### src/hw/rtl/icme_pkg.sv
// shared constants and types for the interleaved channel min/max envelope
package icme_pkg;

  localparam int SAMPLE_BITS_DEF = 24;
  localparam int COUNT_BITS_DEF  = 24;

  // register widths
  localparam int TC_W       = 7;
  localparam int CI_W       = 6;
  localparam int SPP_W      = 24;
  localparam int CFG_IDX_W  = 2;
  localparam int CFG_DATA_W = 24;

  localparam logic [TC_W-1:0]  MAX_CHANNELS   = TC_W'(64);
  localparam logic [TC_W-1:0]  TC_RESET       = TC_W'(1);
  localparam logic [CI_W-1:0]  CI_RESET       = '0;
  localparam logic [SPP_W-1:0] SPP_RESET      = SPP_W'(1);

  typedef enum logic [CFG_IDX_W-1:0] {
    REG_TOTAL_CHANNELS    = 2'd0,
    REG_CHANNEL_INDEX     = 2'd1,
    REG_SAMPLES_PER_POINT = 2'd2
  } cfg_reg_t;

  // result buffer status seen by the top level
  typedef struct packed {
    logic full;
    logic not_empty;
  } fifo_stat_t;

endpackage

### src/hw/rtl/icme_core.sv
// configuration registers, stream state and min/max fold for one word per cycle while step is high
module icme_core #(
  parameter int SAMPLE_BITS = 24,
  parameter int COUNT_BITS  = 24
) (
  input  logic                                clk,
  input  logic                                rst,
  input  logic                                cfg_valid,
  input  logic [icme_pkg::CFG_IDX_W-1:0]      cfg_index,
  input  logic [icme_pkg::CFG_DATA_W-1:0]     cfg_data,
  input  logic                                step,
  input  logic signed [SAMPLE_BITS-1:0]       sample,
  input  logic                                last,
  output logic                                emit,
  output logic signed [SAMPLE_BITS-1:0]       min_value,
  output logic [SAMPLE_BITS-2:0]              max_value,
  output logic                                last_point
);
  import icme_pkg::*;

  logic [TC_W-1:0]  total_channels;
  logic [CI_W-1:0]  channel_index;
  logic [SPP_W-1:0] samples_per_point;

  logic [CI_W-1:0]               frame_position;
  logic [COUNT_BITS-1:0]         frames_in_bucket;
  logic signed [SAMPLE_BITS-1:0] running_min;
  logic [SAMPLE_BITS-2:0]        running_max;
  logic signed [SAMPLE_BITS-1:0] held_sample;

  logic [TC_W-1:0]               chans_eff;
  logic [TC_W-1:0]               last_pos;
  logic [COUNT_BITS-1:0]         spp_masked;
  logic [COUNT_BITS-1:0]         spp_eff;
  logic signed [SAMPLE_BITS-1:0] held_next;
  logic                          frame_done;
  logic                          chan_ok;
  logic signed [SAMPLE_BITS-1:0] fold_min;
  logic [SAMPLE_BITS-2:0]        fold_max;
  logic [COUNT_BITS-1:0]         fib_inc;
  logic [COUNT_BITS-1:0]         fib_fold;
  logic                          bucket_done;

  // configuration
  always_ff @(posedge clk) begin
    if (rst) begin
      total_channels    <= TC_RESET;
      channel_index     <= CI_RESET;
      samples_per_point <= SPP_RESET;
    end else if (cfg_valid) begin
      case (cfg_index)
        REG_TOTAL_CHANNELS:    total_channels    <= cfg_data[TC_W-1:0];
        REG_CHANNEL_INDEX:     channel_index     <= cfg_data[CI_W-1:0];
        REG_SAMPLES_PER_POINT: samples_per_point <= cfg_data[SPP_W-1:0];
        default: ;
      endcase
    end
  end

  always_comb begin
    if (total_channels == '0) begin
      chans_eff = TC_W'(1);
    end else if (total_channels > MAX_CHANNELS) begin
      chans_eff = MAX_CHANNELS;
    end else begin
      chans_eff = total_channels;
    end
    last_pos   = chans_eff - TC_W'(1);
    spp_masked = COUNT_BITS'(samples_per_point);
    spp_eff    = (spp_masked == '0) ? COUNT_BITS'(1) : spp_masked;

    held_next  = (frame_position == channel_index) ? sample : held_sample;
    frame_done = {1'b0, frame_position} >= last_pos;
    chan_ok    = {1'b0, channel_index} < chans_eff;

    fold_min = running_min;
    fold_max = running_max;
    if (frame_done && chan_ok) begin
      if (held_next < running_min) begin
        fold_min = held_next;
      end
      if (!held_next[SAMPLE_BITS-1] && (held_next[SAMPLE_BITS-2:0] > running_max)) begin
        fold_max = held_next[SAMPLE_BITS-2:0];
      end
    end

    fib_inc     = frames_in_bucket + COUNT_BITS'(1);
    fib_fold    = frame_done ? fib_inc : frames_in_bucket;
    bucket_done = frame_done && (fib_inc >= spp_eff);

    emit       = step && (bucket_done || (last && (fib_fold != '0)));
    min_value  = fold_min;
    max_value  = fold_max;
    last_point = last;
  end

  always_ff @(posedge clk) begin
    if (rst) begin
      frame_position   <= '0;
      frames_in_bucket <= '0;
      running_min      <= '0;
      running_max      <= '0;
      held_sample      <= '0;
    end else if (step) begin
      held_sample <= held_next;
      frame_position <= (frame_done || last) ? '0 : frame_position + CI_W'(1);
      if (bucket_done || last) begin
        frames_in_bucket <= '0;
        running_min      <= '0;
        running_max      <= '0;
      end else begin
        frames_in_bucket <= fib_fold;
        running_min      <= fold_min;
        running_max      <= fold_max;
      end
    end
  end

`ifndef SYNTH
  a_end_clears: assert property (@(posedge clk) disable iff (rst)
    step && last |=> frame_position == '0 && frames_in_bucket == '0 &&
                     running_min == '0 && running_max == '0)
    else $error("stream end did not clear the envelope state");
  a_emit_on_step: assert property (@(posedge clk) disable iff (rst)
    emit |-> step)
    else $error("point emitted without a word");
  a_min_not_positive: assert property (@(posedge clk) disable iff (rst)
    running_min[SAMPLE_BITS-1] || running_min == '0)
    else $error("running minimum above zero");
  a_idle_holds: assert property (@(posedge clk) disable iff (rst)
    !step |=> $stable(frame_position) && $stable(frames_in_bucket))
    else $error("stream position moved without a word");
`endif

endmodule

### src/hw/rtl/icme_out_fifo.sv
// two-entry result buffer between the fold logic and the master port
module icme_out_fifo #(
  parameter int WIDTH = 48
) (
  input  logic                  clk,
  input  logic                  rst,
  input  logic                  push,
  input  logic [WIDTH-1:0]      push_data,
  input  logic                  pop,
  output logic [WIDTH-1:0]      head_data,
  output icme_pkg::fifo_stat_t  stat
);
  import icme_pkg::*;

  logic [WIDTH-1:0] mem [2];
  logic             wr_ptr;
  logic             rd_ptr;
  logic [1:0]       count;
  logic             pop_ok;

  assign pop_ok         = pop && (count != 2'd0);
  assign head_data      = mem[rd_ptr];
  assign stat.full      = (count == 2'd2);
  assign stat.not_empty = (count != 2'd0);

  always_ff @(posedge clk) begin
    if (push) begin
      mem[wr_ptr] <= push_data;
    end
  end

  always_ff @(posedge clk) begin
    if (rst) begin
      wr_ptr <= 1'b0;
      rd_ptr <= 1'b0;
      count  <= 2'd0;
    end else begin
      if (push) begin
        wr_ptr <= ~wr_ptr;
      end
      if (pop_ok) begin
        rd_ptr <= ~rd_ptr;
      end
      case ({push, pop_ok})
        2'b10:   count <= count + 2'd1;
        2'b01:   count <= count - 2'd1;
        default: count <= count;
      endcase
    end
  end

`ifndef SYNTH
  a_no_overflow: assert property (@(posedge clk) disable iff (rst)
    !(push && count == 2'd2 && !pop_ok))
    else $error("result pushed into a full buffer");
  a_count_range: assert property (@(posedge clk) disable iff (rst)
    count != 2'd3)
    else $error("result buffer count out of range");
  a_drain: assert property (@(posedge clk) disable iff (rst)
    count == 2'd1 && pop_ok && !push |=> count == 2'd0)
    else $error("result buffer did not drain");
`endif

endmodule

### src/hw/rtl/interleaved_channel_minmax_envelope_top.sv
// top level of the interleaved channel min/max envelope
//
// channel   direction  handshake          payload
// s_*       in         s_tvalid/s_tready  s_tdata sample, s_tlast end of stream
// m_*       out        m_tvalid/m_tready  m_tdata min/max, m_tlast final point
// cfg_*     in         cfg_valid/cfg_ready cfg_index register, cfg_data value
//
// one word per cycle unless the result buffer is full and m_tready is low: each beat is
// caught in an input register and folded into the stream state once the buffer has room,
// by one compare per bound and one counter step; points reach m_tdata from the buffer
// a two-entry result buffer lets words keep flowing while a point waits
// rst clears stream state and loads the register defaults (one channel,
// channel 0, one frame per point); nothing needs a clearing pass
// s_tready drops only while the result buffer is full and m_tready is low
module interleaved_channel_minmax_envelope_top #(
  parameter int SAMPLE_BITS = icme_pkg::SAMPLE_BITS_DEF,
  parameter int COUNT_BITS  = icme_pkg::COUNT_BITS_DEF,
  localparam int S_TDATA_W  = ((SAMPLE_BITS + 7) / 8) * 8,
  localparam int M_TDATA_W  = ((2 * SAMPLE_BITS - 1 + 7) / 8) * 8
) (
  input  logic                             clk,
  input  logic                             rst,
  // sample stream
  input  logic                             s_tvalid,
  output logic                             s_tready,
  input  logic [S_TDATA_W-1:0]             s_tdata,   // sample, zero padding
  input  logic                             s_tlast,
  // envelope points
  output logic                             m_tvalid,
  input  logic                             m_tready,
  output logic [M_TDATA_W-1:0]             m_tdata,   // min_value, max_value, zero padding
  output logic                             m_tlast,
  // register writes
  input  logic                             cfg_valid,
  output logic                             cfg_ready,
  input  logic [icme_pkg::CFG_IDX_W-1:0]   cfg_index,
  input  logic [icme_pkg::CFG_DATA_W-1:0]  cfg_data
);
  import icme_pkg::*;

  localparam int RES_W = 2 * SAMPLE_BITS;

  // input register
  logic                          in_valid;
  logic signed [SAMPLE_BITS-1:0] in_sample;
  logic                          in_last;

  logic                          fire;
  logic                          emit;
  logic signed [SAMPLE_BITS-1:0] min_value;
  logic [SAMPLE_BITS-2:0]        max_value;
  logic                          last_point;
  logic [RES_W-1:0]              head_data;
  fifo_stat_t                    fifo_stat;

  // a word is folded when the buffer has room, counting a pop this cycle
  assign fire      = in_valid && (!fifo_stat.full || m_tready);
  assign s_tready  = !in_valid || fire;
  assign cfg_ready = 1'b1;

  always_ff @(posedge clk) begin
    if (rst) begin
      in_valid <= 1'b0;
    end else if (s_tvalid && s_tready) begin
      in_valid <= 1'b1;
    end else if (fire) begin
      in_valid <= 1'b0;
    end
  end

  always_ff @(posedge clk) begin
    if (s_tvalid && s_tready) begin
      in_sample <= s_tdata[SAMPLE_BITS-1:0];
      in_last   <= s_tlast;
    end
  end

  icme_core #(
    .SAMPLE_BITS (SAMPLE_BITS),
    .COUNT_BITS  (COUNT_BITS)
  ) u_core (
    .clk        (clk),
    .rst        (rst),
    .cfg_valid  (cfg_valid && cfg_ready),
    .cfg_index  (cfg_index),
    .cfg_data   (cfg_data),
    .step       (fire),
    .sample     (in_sample),
    .last       (in_last),
    .emit       (emit),
    .min_value  (min_value),
    .max_value  (max_value),
    .last_point (last_point)
  );

  icme_out_fifo #(
    .WIDTH (RES_W)
  ) u_out_fifo (
    .clk       (clk),
    .rst       (rst),
    .push      (emit),
    .push_data ({last_point, max_value, min_value}),
    .pop       (m_tready),
    .head_data (head_data),
    .stat      (fifo_stat)
  );

  assign m_tvalid = fifo_stat.not_empty;
  assign m_tdata  = M_TDATA_W'(head_data[RES_W-2:0]);
  assign m_tlast  = head_data[RES_W-1];

endmodule
### config.mk
export PLATFORM = sky130hd
export DESIGN_NAME = interleaved_channel_minmax_envelope_top
export DESIGN_NICKNAME = d
export VERILOG_FILES = /design/src/hw/rtl/icme_pkg.sv /design/src/hw/rtl/icme_core.sv /design/src/hw/rtl/icme_out_fifo.sv /design/src/hw/rtl/interleaved_channel_minmax_envelope_top.sv
export SDC_FILE = /design/constraint.sdc
export NUM_CORES = 1
export LEC_CHECK = 0
export CORE_ASPECT_RATIO = 0.5
export CORE_MARGIN = 5
export CORE_UTILIZATION = 60
export DETAILED_ROUTE_END_ITERATION = 10
export DONT_BUFFER_PORTS = 1
export PLACE_DENSITY_LB_ADDON = 0.2
export SETUP_SLACK_MARGIN = 0.4
export SLEW_MARGIN = 20
export SYNTH_ARGS = -nofsm -noshare
export SYNTH_HDL_FRONTEND = slang
export SYNTH_SLANG_ARGS = --single-unit
export TNS_END_PERCENT = 5
### constraint.sdc
create_clock -name clk -period 18.45 [get_ports clk]
set_input_delay 3.69 -clock clk [delete_from_list [all_inputs] [get_ports clk]]
set_output_delay 3.69 -clock clk [all_outputs]
set_load 0.005 [all_outputs]
* Word-level counts from Yosys, hierarchy flattened *
Memory sizes are Yosys's and may differ from the RTL's. A register that Yosys moved wholly into a read port is not among the register bits.
Cells that the tools add are included.

word-level totals
  flip-flop bits (word level) = 168
  RAM bits = 96
  bits of input ports = 56
  output and inout bits = 52
  word-level logic and storage cells = 80
  memories kept = 1

operators by class
  add/sub/neg operators = 5
  order comparisons = 6
  equal/unequal tests = 6
  mux-type cells = 20
  bitwise gates (word level) = 2
  reduce and logical (&&, ||, !) cells = 26

memories
  memory          words  width  read ports  clocked after Yosys merged registers in  write ports  line                 source
  u_out_fifo.mem  2      48     1           1                                        1            icme_out_fifo.sv:15  logic [WIDTH-1:0] mem [2];

operator list
  kind                     count
  $mux W24                 7
  $mux W23                 3
  $add A24 B1 Y24 const B  1
  $ge A24 B24 Y1           1
  $logic_not A24 Y1        1
  $lt A24 B24 Y1           1
  $reduce_bool A24 Y1      1
  $gt A23 B23 Y1           1
  $mux W7                  2
  $logic_and A1 B1 Y1      8
  $ge A6 B7 Y1             1
  $gt A7 B7 Y1 const B     1
  $logic_not A7 Y1         1
  $lt A6 B7 Y1             1
  $sub A7 B1 Y7 const B    1
  $add A6 B1 Y6 const B    1
  $eq A2 B2 Y1 const B     3
  $eq A6 B6 Y1             1
  $mux W1                  6
  $mux W6                  1
  $reduce_and A2 Y1        3
  $reduce_bool A2 Y1       3
  $logic_or A1 B1 Y1       5
  $eq A2 B1 Y1 const B     2
  other kinds (6)          9

* Longest topological paths before layout *
Gate-level depths: netlist of run 1.

  depth after elaboration = 12
  mapped depth = 20
  mapped depth without buffers = 19

* By module *
Synthesis of run 1 repeated with hierarchy kept, for this count alone.

second synthesis, totals
  cell total of the unflattened synthesis = 1265
  area, all modules = 13111.3 um^2

by module, submodules not included
  module                                   instances  cells each  area an instance (um^2)
  icme_core                                1          1057        8597.0
  icme_out_fifo                            1          172         3668.5
  interleaved_channel_minmax_envelope_top  1          36          845.8

* Least setup slack after synthesis of run 1 *
Ideal clock, no wire load.

  path type = in2reg
  start = in m_tready
  end = mem u_out_fifo.mem[1][0], enable pin
  setup time = 523 ps
  arrival time = 8017 ps
  required time = 17927 ps
  slack = 9910 ps
  stages = 5
  buffers on the path = 0
  cells stage by stage = nor3b_1 nand2b_1 a21oi_1 o21ai_0 nor3b_1

between the ends
  cells in the longest elaborated chain, start to end = 5

RTL lines
  element                        line                                           source
  start: declaration             interleaved_channel_minmax_envelope_top.sv:30  input logic m_tready,
  $logic_or A1 B1 Y1             interleaved_channel_minmax_envelope_top.sv:57  assign fire = in_valid && (!fifo_stat.full || m_tready);
  $logic_and A1 B1 Y1            interleaved_channel_minmax_envelope_top.sv:57
  $logic_and A1 B1 Y1            icme_core.sv:91                                emit = step && (bucket_done || (last && (fib_fold != '0)));
  $mux W1                        icme_out_fifo.sv:27                            if (push) begin
  $mux W1 (not written as such)  icme_out_fifo.sv:28                            mem[wr_ptr] <= push_data;
  end: declaration               icme_out_fifo.sv:15

Every way passes these cells.

* Final worst setup path of run 1 *
  start = in m_tready
  end = out s_tready

between the ends
  cells in the longest elaborated chain, start to end = 3

RTL lines
  element              line                                           source
  $logic_or A1 B1 Y1   interleaved_channel_minmax_envelope_top.sv:57
  $logic_and A1 B1 Y1  interleaved_channel_minmax_envelope_top.sv:57
  $logic_or A1 B1 Y1   interleaved_channel_minmax_envelope_top.sv:58  assign s_tready = !in_valid || fire;
  end: declaration     interleaved_channel_minmax_envelope_top.sv:25  output logic s_tready,

Every way passes these cells.

==> results.md, run 1 <==
- Top cell type's share of synthesized area: 25.8%
- Fin area: approximately 15000 µm²
- Port Buffer Count: 0
- Hold path depth: 2
- CTS buffer count: 24
- DP Area: around 14000 µm²
- Layout cell share with drive strength beyond 1: between 10% and 20%
- Max incr delay on CP: between 0.5 and 0.6 ns
- Status: finished clean
- Antenna Nets Post-Route: 0
- DRT Pass-1 Iters: 7
- Worst Path Buf+Inv: 0
- Clock root cell: clkbuf_16
- GP Congestion: just over 0.9
- Reg2reg path depth: 14
- Post-synth top area cell: edfxtp_1
- Postcts setup bufs: 0
- TNS Setup: 0 ns
- Overall Power: about 1.5 mW
- Clock skew: about 0.013 ns
- WP depth: 2
- Crit-path max FO: 4
- Global-route wire length before repair: 53.9 mm
- Synth Area per Inst: just under 10 µm²
- Via Count: around 11000
- HPWL after DPL: between 20 and 25 mm
- Hold/Removal Path Class: register to register
- DRC violations left: 0
- IO Count: between 100 and 150
- Placed Cells incl. Taps: between 1500 and 2000
- Worst EP arrival: 4.39 ns
- Worst hold start: u_core.held_sample[0]
- Synth Flop Type: dfxtp_1
- Post-Synthesis Cells: roughly 1400
- Vias per cell: around 6.3
- Non-Filler Instances: ~1700
- Number of global-route vias before repair: between 10000 and 15000
- Asr flop ratio synth: 0%
- Die Footprint: 26800 µm²
- Worst path cell trace: nor3b_1 -> nand2_1
- Final core occ: approximately two thirds
- TritonCTS clock tree: done
- Initial Utilization: approximately three fifths
- Endpoints failing hold: 0
- Tmin final: between 8 and 9 ns
- Cell class contributing the biggest share of worst-path delay: simple AND/OR/NAND/NOR gates
- Cell Rows: 39
- Final setup fails: 0
- Worst setup path start: m_tready
- Critical Path Source Type: input pin
- Max IR drop VDD: 59.9 µV
- P per Cell Area: 98.4 nW/µm²
- Synth Register Bits: about 270
- CP endpoint kind: primary output
- Syn Nets: between 1500 and 2000
- Initial DRC Count: 969
- Clock Pin Slew Worst Setup and Hold Paths: about 0.060 ns
- Total core area: about 23000 µm²
- Post-synth EDFFs: roughly 120
- Clock Path Buffers: 3
- R2R Path Start: u_core.total_channels[3]
- Commonest cells after routing, fill and taps aside: 143 x dfxtp_1, 121 x edfxtp_1, 116 x nand2_1
- Area contributors post-synth: edfxtp_1 26%, dfxtp_1 20%, ha_1 7.5%, mux2_2 3.8%, nand2_1 3.1%
- Critical path type: input pin to primary output
- Yosys warns: 0
- Antenna violations before repair: 1
- CTS sink cnt: 265
- Commonest non-fill, non-tap cell in the layout: dfxtp_1
- Die W: 227 µm
- Post-CTS sizing: 0
- Slowest-stage cell, CP: nor3b_1
- Wire length per cell: between 15 and 20 µm
- Total GRT Usage: between 20 and 25%
- Max-slew violations: 0
- Pin count of the biggest net entering global routing: 100
- Final WL: 33.4 mm
- Part of the Yosys area used for sequential elements: between 40 and 50%
- Synthesized area: around 14000 µm²
- Nets: 1521
- Period utilisation layout: 43.8%
- Final global-route overflow total: 0
- Peak Freq: approximately 120 MHz
- H-tree Lvls: 1
- Data required, critical path: 14.76 ns
- Unrepaired setup endpoints after global routing: no
- Max Cap Viol: 0
- Distinct cells, synth: 80
- Die H: 118 µm
- Area Growth Syn to Fin: 6.70%
- Cts hold-fix bufs: 0
- Pin slew with the least headroom to its limit: approximately 1.1 ns
- Lkg Pwr: between 5 and 6 nW
- Worst slew margin: roughly a quarter
- Clk Latency, worst-skew pair: 0.54 ns
==> flip-flops by register name, indices dropped and copies added (netlist names), 2 cells and up, named ones only <==
register	flops
u_out_fifo.mem	96
in_sample	24
u_core.frames_in_bucket	24
u_core.held_sample	24
u_core.running_min	24
u_core.samples_per_point	24
u_core.running_max	23
u_core.total_channels	7
u_core.channel_index	6
u_core.frame_position	6
u_out_fifo.count	2
==> layout make-up <==
cell class,count,area [µm²]
antenna,1,2.50
multi-input combinational,965,6780
clock buffer,30,644
clock inverter,14,180
sequential,265,6520
inverter,106,398
timing repair buffer,18,135
fill,1798,7940
tap,307,384
==> cells by family after synthesis <==
kind of cell	synth area share [%]
AO/OA/AOI/OAI	16.9
XOR/XNOR	2.49
adder cells (fa/ha/maj)	7.54
buffers and inverters	5.87
flip-flops	46.2
multiplexers	6.53
other	0.0533
AND/OR/NAND/NOR	14.4
==> synth_stat cells, types with 4 or more instances <==
master    instances
o22ai_2          20
or3_1             7
or4_1             6
o21ai_1          34
edfxtp_1        121
nand3b_1          5
a21o_1           14
nand2b_1         11
buf_6             5
nand2_1         116
a31oi_1           4
dfxtp_1         144
clkbuf_1         52
nand4_1          27
a21oi_1          67
nor3b_1           5
o221ai_1         22
inv_1           105
xor2_1           10
nor2_1           80
xnor2_1          30
a211o_1          28
nor2b_1           7
nand3_1          66
and3_1            8
o22ai_1           6
buf_2            22
and4_1            4
mux2_2           48
ha_1             85
and2_1            6
mux2i_1          38
o211ai_1          6
nor3_1           25
buf_1            10
nor4_1           15
a211oi_1         27
a22oi_1           8
o21ai_0          73
o21a_1            6
==> report_power, final <==
group | total (mW) | switching (mW) | internal (mW)
Combinational | 0.295 | 0.195 | 0.0997
Sequential | 0.660 | 0.0124 | 0.647
Clock | 0.525 | 0.220 | 0.305
Total | 1.48 | 0.428 | 1.05
==> path summary, 6_finish.rpt <==
path	endpoint	slack, ns
max	s_tready	10.37
min	u_core.held_sample[0]	0.46
max reg2reg	u_core.running_min[14]	12.45
min reg2reg	u_core.held_sample[0]	0.46
==> worst register-to-register path: stages (launching register included) <==
cell and delay (ns):
dfxtp_1 0.36, nor3_1 0.35, a21oi_1 0.11, or2_2 0.31, ha_1 0.24, xor2_1 0.18, ha_1 0.30, a21o_1 0.11
a31oi_1 0.03, o21ai_1 0.78, nand2_1 0.73, nor2_1 0.54, and4b_1 0.95, o2111ai_4 0.61, o22ai_2 0.29
==> through the flow <==
stage                     hold WS (ns)  worst slack [ns]
after floorplan                  0.435              9.91
after global placement           0.444             10.37
after detailed placement         0.448             10.35
after CTS                        0.461             10.36
after global routing             0.490             10.24
final                            0.463             10.37
==> routing by layer <==
layer  wire length, µm  track usage, %
met1             14800            34.1
met2             15600            39.7
met3              2340            4.73
met4               570            5.03
met5                 0               0
(Power assumes the default switching activity.)
==> run 2, diff against run 1 <==
- ABC_AREA: unset -> 1
- CORE_UTILIZATION: 60 -> 58
- clock period: 18.45 -> 7.21 ns (I/O delays scaled with it)
==> results.md, run 2 <==
- Status: finished clean
- R2r setup slk: 2.11 ns (-10.34 ns)
- CTS buffer count: 25 (+4.2%)
- Met3 GRT Util: 4.92% (+0.19 points)
- GR Util met1: 34.3% (+0.18 points)
- Synth Area per Inst: 8.56 µm² (-13%)
- Number of global-route vias before repair: 10500 (+0.91%)
- Area Growth Syn to Fin: 6.81%
- Peak Freq: 196 MHz
- Total GRT Usage: 24.5% (+0.21 points)
- Via Count: 10900 (+2.0%)
- Worst slew margin: 37.1% (+12 points)
- Endpoints failing hold: 0 (unchanged)
- Clock Path Buffers: 3 (unchanged)
- Critical Path Source Type: register
- Commonest non-fill, non-tap cell in the layout: nand2_1
- IO Count: 108 (unchanged)
- Comb pwr share: 20.7% (+0.8 points)
- Layout cell share with drive strength beyond 1: 9.70% (-0.89 points)
- Pin slew with the least headroom to its limit: 0.943 ns (-0.183 ns)
- Antenna Nets Post-Route: 0 (unchanged)
- Die H: 120 µm (+1.2%)
- Max reg flops: 96 (unchanged)
- TNS Setup: 0 ns (unchanged)
- Data required, critical path: 7.63 ns (-7.13 ns)
- Final global-route overflow total: 0 (unchanged)
- HPWL after DPL: 24.0 mm (+6.1%)
- DP Area: 14100 µm² (-0.94%)
- Fin area: 14900 µm² (-0.65%)
- Worst EP arrival: 5.52 ns (+1.13 ns)
- Antenna violations before repair: 0 (-1)
- Tmin final: roughly 5.1 ns
- Crit-path max FO: 39 (+35)
- Max-slew violations: 0 (unchanged)
- Asr flop ratio synth: 0% (unchanged)
- CP endpoint kind: register
- Port Buffer Count: 0 (unchanged)
- Worst hold start: u_out_fifo.rd_ptr
- Period utilisation layout: between 70 and 80%
- Reg2reg path depth: 27 (+13)
- Fill cells: 2020 (+12%)
- Clock skew: 0.0315 ns (+0.0180 ns)
- NetSw: 1.20 mW (+180%)
- N_diodes: 0 (-1)
- Synthesized area: 14000 µm² (-0.75%)
- Clock Pin Slew Worst Setup and Hold Paths: 0.07 ns (about the same)
- Wire length per cell: 17.6 µm (-9.9%)
- Commonest cells after routing, fill and taps aside: 410 x nand2_1, 214 x inv_1, 143 x dfxtp_1
- Sw Share: 30.7% (+1.8 points)
- GP Congestion: 0.939 (+1.7%)
- Vias per cell: 5.64 (-10%)
- Unrepaired setup endpoints after global routing: no
- Cell Int Power: 2.71 mW (+160%)
- Clk Latency, worst-skew pair: 0.55 ns (about the same)
- Part of the Yosys area used for sequential elements: 46.6% (+0.35 points)
- R2R Path Start: u_core.total_channels[2]
- Synth Register Bits: 265 (unchanged)
- Hold path depth: 1 (-1)
- Seq pwr share: 43.6% (-1.0 points)
- Post-synth EDFFs: 121 (unchanged)
- Final setup fails: 0 (unchanged)
- Nets: 1741 (+14%)
- Cell Rows: 40 (+2.6%)
- Die W: 230 µm (+1.3%)
- Postcts setup bufs: 0 (unchanged)
- TritonCTS clock tree: done
- Die Footprint: 27500 µm² (+2.5%)
- Pin count of the biggest net entering global routing: 79 (-21%)
- Cts hold-fix bufs: 0 (unchanged)
- Initial Utilization: 58.6% (-2.7 points)
- H-tree Lvls: 1 (unchanged)
- Max Cap Viol: 0 (unchanged)
- Post-CTS sizing: 0 (unchanged)
- Top Usage Layer GRT: met2
- Yosys warns: 0 (unchanged)
- Overall Power: 3.92 mW (+160%)
- Met2 usage: 39.8% (+0.11 points)
- Clock root cell: clkbuf_16
- Final WL: 34.1 mm (+2.2%)
- Post-synth top area cell: edfxtp_1
- Area contributors post-synth: edfxtp_1 26%, dfxtp_1 21%, nand2_1 11%, ha_1 7.6%, inv_1 5.8%
- Post-Synthesis Cells: 1634 (+14%)
- DRC violations left: 0 (unchanged)
- Syn Nets: 1775 (+13%)
- Total core area: 23900 µm² (+3.9%)
- Lkg Pwr: 6.17 nW (+15%)
- Top cell type's share of synthesized area: 26.0% (+0.20 points)
- Cell with the most instances after synthesis: nand2_1
- Critical path type: register to register
- Worst flop-to-flop path endpoint: u_out_fifo.count[1]
- CTS sink cnt: 265 (unchanged)
- DRT Pass-1 Iters: 5 (-2)
- Global-route wire length before repair: 55.2 mm (+2.5%)
- Distinct cells, synth: 46 (-43%)
- Initial DRC Count: 893 (-7.8%)
- Synth Flop Type: dfxtp_1
- Top reg by flops: u_out_fifo.mem
- P per Cell Area: 262 nW/µm² (+170%)
- Synth top cells by count: 411 x nand2_1, 216 x inv_1, 144 x dfxtp_1, 140 x a21oi_1, 121 x edfxtp_1
- Clk pwr share: 35.7% (+0.2 points)
- Hold/Removal Path Class: register to register
- Max IR drop VDD: 186 µV (+210%)
==> run 2: changes by cell type after synthesis, sizes merged, moves of 20 or more <==
cell / change
a211oi: -26
a211o: -28
o22ai: -26
o211ai: +22
xnor2: -30
mux2i: -38
o221ai: -20
inv: +118
a21oi: +79
nand2: +299
==> run 2: cells by family (layout without fill, tap and decap cells) <==
kind of cell | count (synthesis) | in the layout | share of synthesized area, %
XOR/XNOR | 25 | 25 | 1.57
AND/OR/NAND/NOR | 631 | 631 | 19.9
multiplexers | 48 | 48 | 3.86
AO/OA/AOI/OAI | 285 | 285 | 11.6
flip-flops | 265 | 265 | 46.6
buffers and inverters | 293 | 278 | 8.92
other | 2 | 2 | 0.0537
adder cells (fa/ha/maj) | 85 | 85 | 7.60
==> run 2: worst max-delay path by stage <==
stage | startpoint | to
2_1_floorplan | u_core.total_channels[2] | u_out_fifo.mem[0][0]
3_3_place_gp | u_core.total_channels[2] | u_core.frames_in_bucket[0]
3_5_place_dp | u_core.total_channels[2] | u_out_fifo.mem[0][27]
4_1_cts | u_core.total_channels[2] | u_out_fifo.count[1]
5_1_grt | u_core.total_channels[2] | u_out_fifo.count[1]
6_report | u_core.total_channels[2] | u_out_fifo.count[1]
==> run 2: layout make-up <==
class	instances	area (µm²)	area share [%]
Timing Repair Buffer	8	80.1	0.536
Clock buffer	28	647	4.33
Sequential cell	265	6520	43.6
Inverter	224	841	5.63
Tap cell	315	394	2.64
Multi-Input combinational cell	1076	6250	41.8
Clock inverter	18	216	1.45
==> run 2: power by group through the flow <==
stage                     clock [mW]  combinational, mW  sequential, mW
final                           1.40              0.810            1.71
after floorplan                    0              0.648            1.72
after CTS                       1.43              0.802            1.71
after detailed placement           0              0.794            1.74
after global routing            1.50              0.910            1.71
after global placement             0              0.769            1.74
==> run 2: metrics by stage <==
step | cells | hold slack (ns) | setup slack, ns | utilization, %
floorplan | 1634 | 0.426 | 1.81 | -
global placement | 1887 | 0.434 | 2.20 | 58.9
detailed placement | 1888 | 0.438 | 2.19 | 59.0
CTS | 1934 | 0.451 | 2.16 | 62.6
global route | 1934 | 0.478 | 1.63 | 62.6
finish | 1934 | 0.448 | 2.11 | 62.6
==> run 2: critical path, cell delays in order (launching register included) <==
cell and delay [ns]:
dfxtp_1 0.35, nor2_1 0.13, nand2_1 0.08, o31ai_1 0.32
nand2_1 0.16, ha_1 0.27, xor2_1 0.18, ha_1 0.30
a21oi_1 0.13, o21ai_0 0.11, nand3_1 0.08, nand2_1 0.06
nand2_1 0.05, nand2_1 0.06, nand2_2 0.57, inv_2 0.27
o21ai_0 0.28, nand2_1 0.08, nor2_1 0.11, nand2_1 0.08
nor2_1 0.19, nand3_1 0.12, nand3_2 0.17, ha_1 0.29
a21oi_1 0.13, o21ai_0 0.12, o21ai_0 0.20, a21oi_1 0.07
==> run 2: per-layer routing <==
layer / vias to the layer above / share of wire (%)
li1: 5355 / -
met1: 5153 / 46
met2: 348 / 45
met3: 59 / 6.8
met4: 0 / 2.3
met5: - / 0
==> run 3, diff against run 2 <==
- ABC_AREA: 1 -> 0
- clock period: 7.21 -> 4.4 ns (I/O delays scaled with it)
==> results.md, run 3 (same netlist as run 1, synthesis figures left out) <==
- Status: finished clean
- Max incr delay on CP: 0.59 ns (+0.02 ns)
- GP Congestion: 0.930 (-0.94%)
- Lkg Pwr: 6.20 nW (+0.36%)
- Wire length per cell: 21.7 µm (+23%)
- DRC violations left: 0 (unchanged)
- Port Buffer Count: 0 (unchanged)
- Die Footprint: 27700 µm² (+0.71%)
- Top reg by flops: u_out_fifo.mem
- Cell Rows: 40 (unchanged)
- Nets: 1648 (-5.3%)
- Cell class contributing the biggest share of worst-path delay: simple AND/OR/NAND/NOR gates
- Tmin final: 4.10 ns (-1.00 ns)
- Vias per cell: 6.30 (+12%)
- Pin slew with the least headroom to its limit: 0.975 ns (+0.0323 ns)
- Final global-route overflow total: 0 (unchanged)
- Total core area: 24000 µm² (+0.42%)
- Critical Path Source Type: register
- Slowest-stage cell, CP: or4_4
- CTS buffer count: 24 (-4.0%)
- Max Cap Viol: 0 (unchanged)
- Endpoints failing hold: 0 (unchanged)
- Max-slew violations: 0 (unchanged)
- Die W: 230 µm (+0.36%)
- Area Growth Syn to Fin: 20.9%
- Peak Freq: 244 MHz (+24%)
- Clk Latency, worst-skew pair: 0.55 ns (about the same)
- Max reg flops: 96 (unchanged)
- Initial DRC Count: 1220 (+37%)
- Global-route wire length before repair: 60.0 mm (+8.7%)
- Number of global-route vias before repair: 11100 (+5.7%)
- Clock root cell: clkbuf_16
- H-tree Lvls: 1 (unchanged)
- Clock Path Buffers: 3 (unchanged)
- CP endpoint kind: register
- TNS Setup: 0 ns (unchanged)
- Worst Path Buf+Inv: 6 (+5)
- Worst EP arrival: 4.52 ns (-1.00 ns)
- Pin count of the biggest net entering global routing: 100 (+27%)
- Antenna Nets Post-Route: 0 (unchanged)
- Hold/Removal Path Class: input pin to register
- Clock Pin Slew Worst Setup and Hold Paths: 0.08 ns (about the same)
- Worst path cell trace: xnor2_2 -> nand4_1 -> nor2_4 -> buf_12 -> buf_16 -> buf_12 -> buf_4 -> mux2i_2 -> inv_2 -> ha_4 -> o211a_1 -> o22ai_2 -> nor2_2 -> or4_4 -> and4b_4 -> o2111ai_4 -> clkbuf_16 -> o22ai_2
- Final WL: 40.0 mm (+17%)
- Via Count: 11600 (+6.3%)
- TritonCTS clock tree: done
- CTS sink cnt: 265 (unchanged)
- Final setup fails: 0 (unchanged)
- N_diodes: 0 (unchanged)
- Worst slew margin: 35.0% (-2.2 points)
- Data required, critical path: 4.82 ns (-2.81 ns)
- Unrepaired setup endpoints after global routing: yes
- Critical path type: register to register
- Commonest cells after routing, fill and taps aside: 121 x edfxtp_1, 121 x dfxtp_1, 113 x nand2_1
- Crit-path max FO: 7 (-82%)
- Period utilisation layout: 93.3% (+22 points)
- Layout cell share with drive strength beyond 1: 26.2% (+16 points)
- HPWL after DPL: 25.8 mm (+7.5%)
- Die H: 120 µm (+0.35%)
- Antenna violations before repair: 0 (unchanged)
- Clock skew: 0.0230 ns (-0.00845 ns)
- DRT Pass-1 Iters: 6 (+1)
- P per Cell Area: 397 nW/µm² (+51%)
- IO Count: 108 (unchanged)
- Total GRT Usage: 26.6% (+2.1 points)
- Initial Utilization: 58.8% (+0.20 points)
- Max IR drop VDD: 268 µV (+44%)
- Final core occ: 71.1% (+8.5 points)
run 3: path summary, 6_finish.rpt:
check        slack, ns                startpoint                     end  depth (start not counted)
max               0.30  u_core.frame_position[2]   u_core.running_min[5]                         18
min               0.41                       rst  u_core.held_sample[13]                          1
max reg2reg       0.30  u_core.frame_position[2]   u_core.running_min[5]                         18
min reg2reg       0.47     u_core.held_sample[0]   u_core.held_sample[0]                          2
run 3: power breakdown:
group          internal, mW  switching (mW)  total (mW)
Clock                  1.23           0.962        2.19
Sequential             2.71          0.0925        2.80
Combinational         0.771           0.993        1.76
Total                  4.71            2.05        6.76
run 3: repair_timing:
action | 4_1_cts | 5_1_grt
pin swaps | 11 | 39
resized for setup | 45 | 142
setup endpoints to repair | 230 | 259
buffers inserted | 10 | 31
hold buffers | 0 | 0
gates cloned | 6 | 7
run 3: cell type report:
| cell class | instances | area (µm²) |
|---|---|---|
| Multi-Input combinational cell | 969 | 7460 |
| Tap cell | 315 | 394 |
| Inverter | 106 | 402 |
| Fill cell | 1707 | 6940 |
| Timing Repair Buffer | 141 | 1400 |
| Clock buffer | 28 | 647 |
| Clock inverter | 16 | 163 |
| Sequential cell | 265 | 6570 |
run 3: routing by layer:
metal | GRT usage [%] | vias up | share of wire, %
met3 | 4.43 | 100 | 7.6
li1 | - | 5383 | -
met5 | 0 | - | 0
met1 | 36.8 | 5613 | 42
met2 | 44.4 | 504 | 48
met4 | 6.60 | 0 | 2.8
run 3: worst reg2reg max path, delay by kind of cell (launching register included):
| kind | cells | cell delay (ns) |
|---|---|---|
| mux | 1 | 0.24 |
| simple gates | 5 | 1.39 |
| compound gates | 4 | 0.73 |
| xor+xnor | 1 | 0.14 |
| flops | 1 | 0.38 |
| fa+ha+maj | 1 | 0.22 |
| buf+inv | 6 | 0.90 |
run 3: stage by stage:
stage	cells	instance area (µm²)	setup WS, ns	power [mW]	hold WS (ns)
6_report	1840	17000	0.295	6.76	0.412
5_1_grt	1840	17000	0.211	7.01	0.392
4_1_cts	1802	16100	0.338	6.47	0.398
3_5_place_dp	1742	15000	0.101	4.20	0.450
3_3_place_gp	1742	15000	0.200	4.17	0.440
2_1_floorplan	1429	14300	0.0743	3.77	0.435
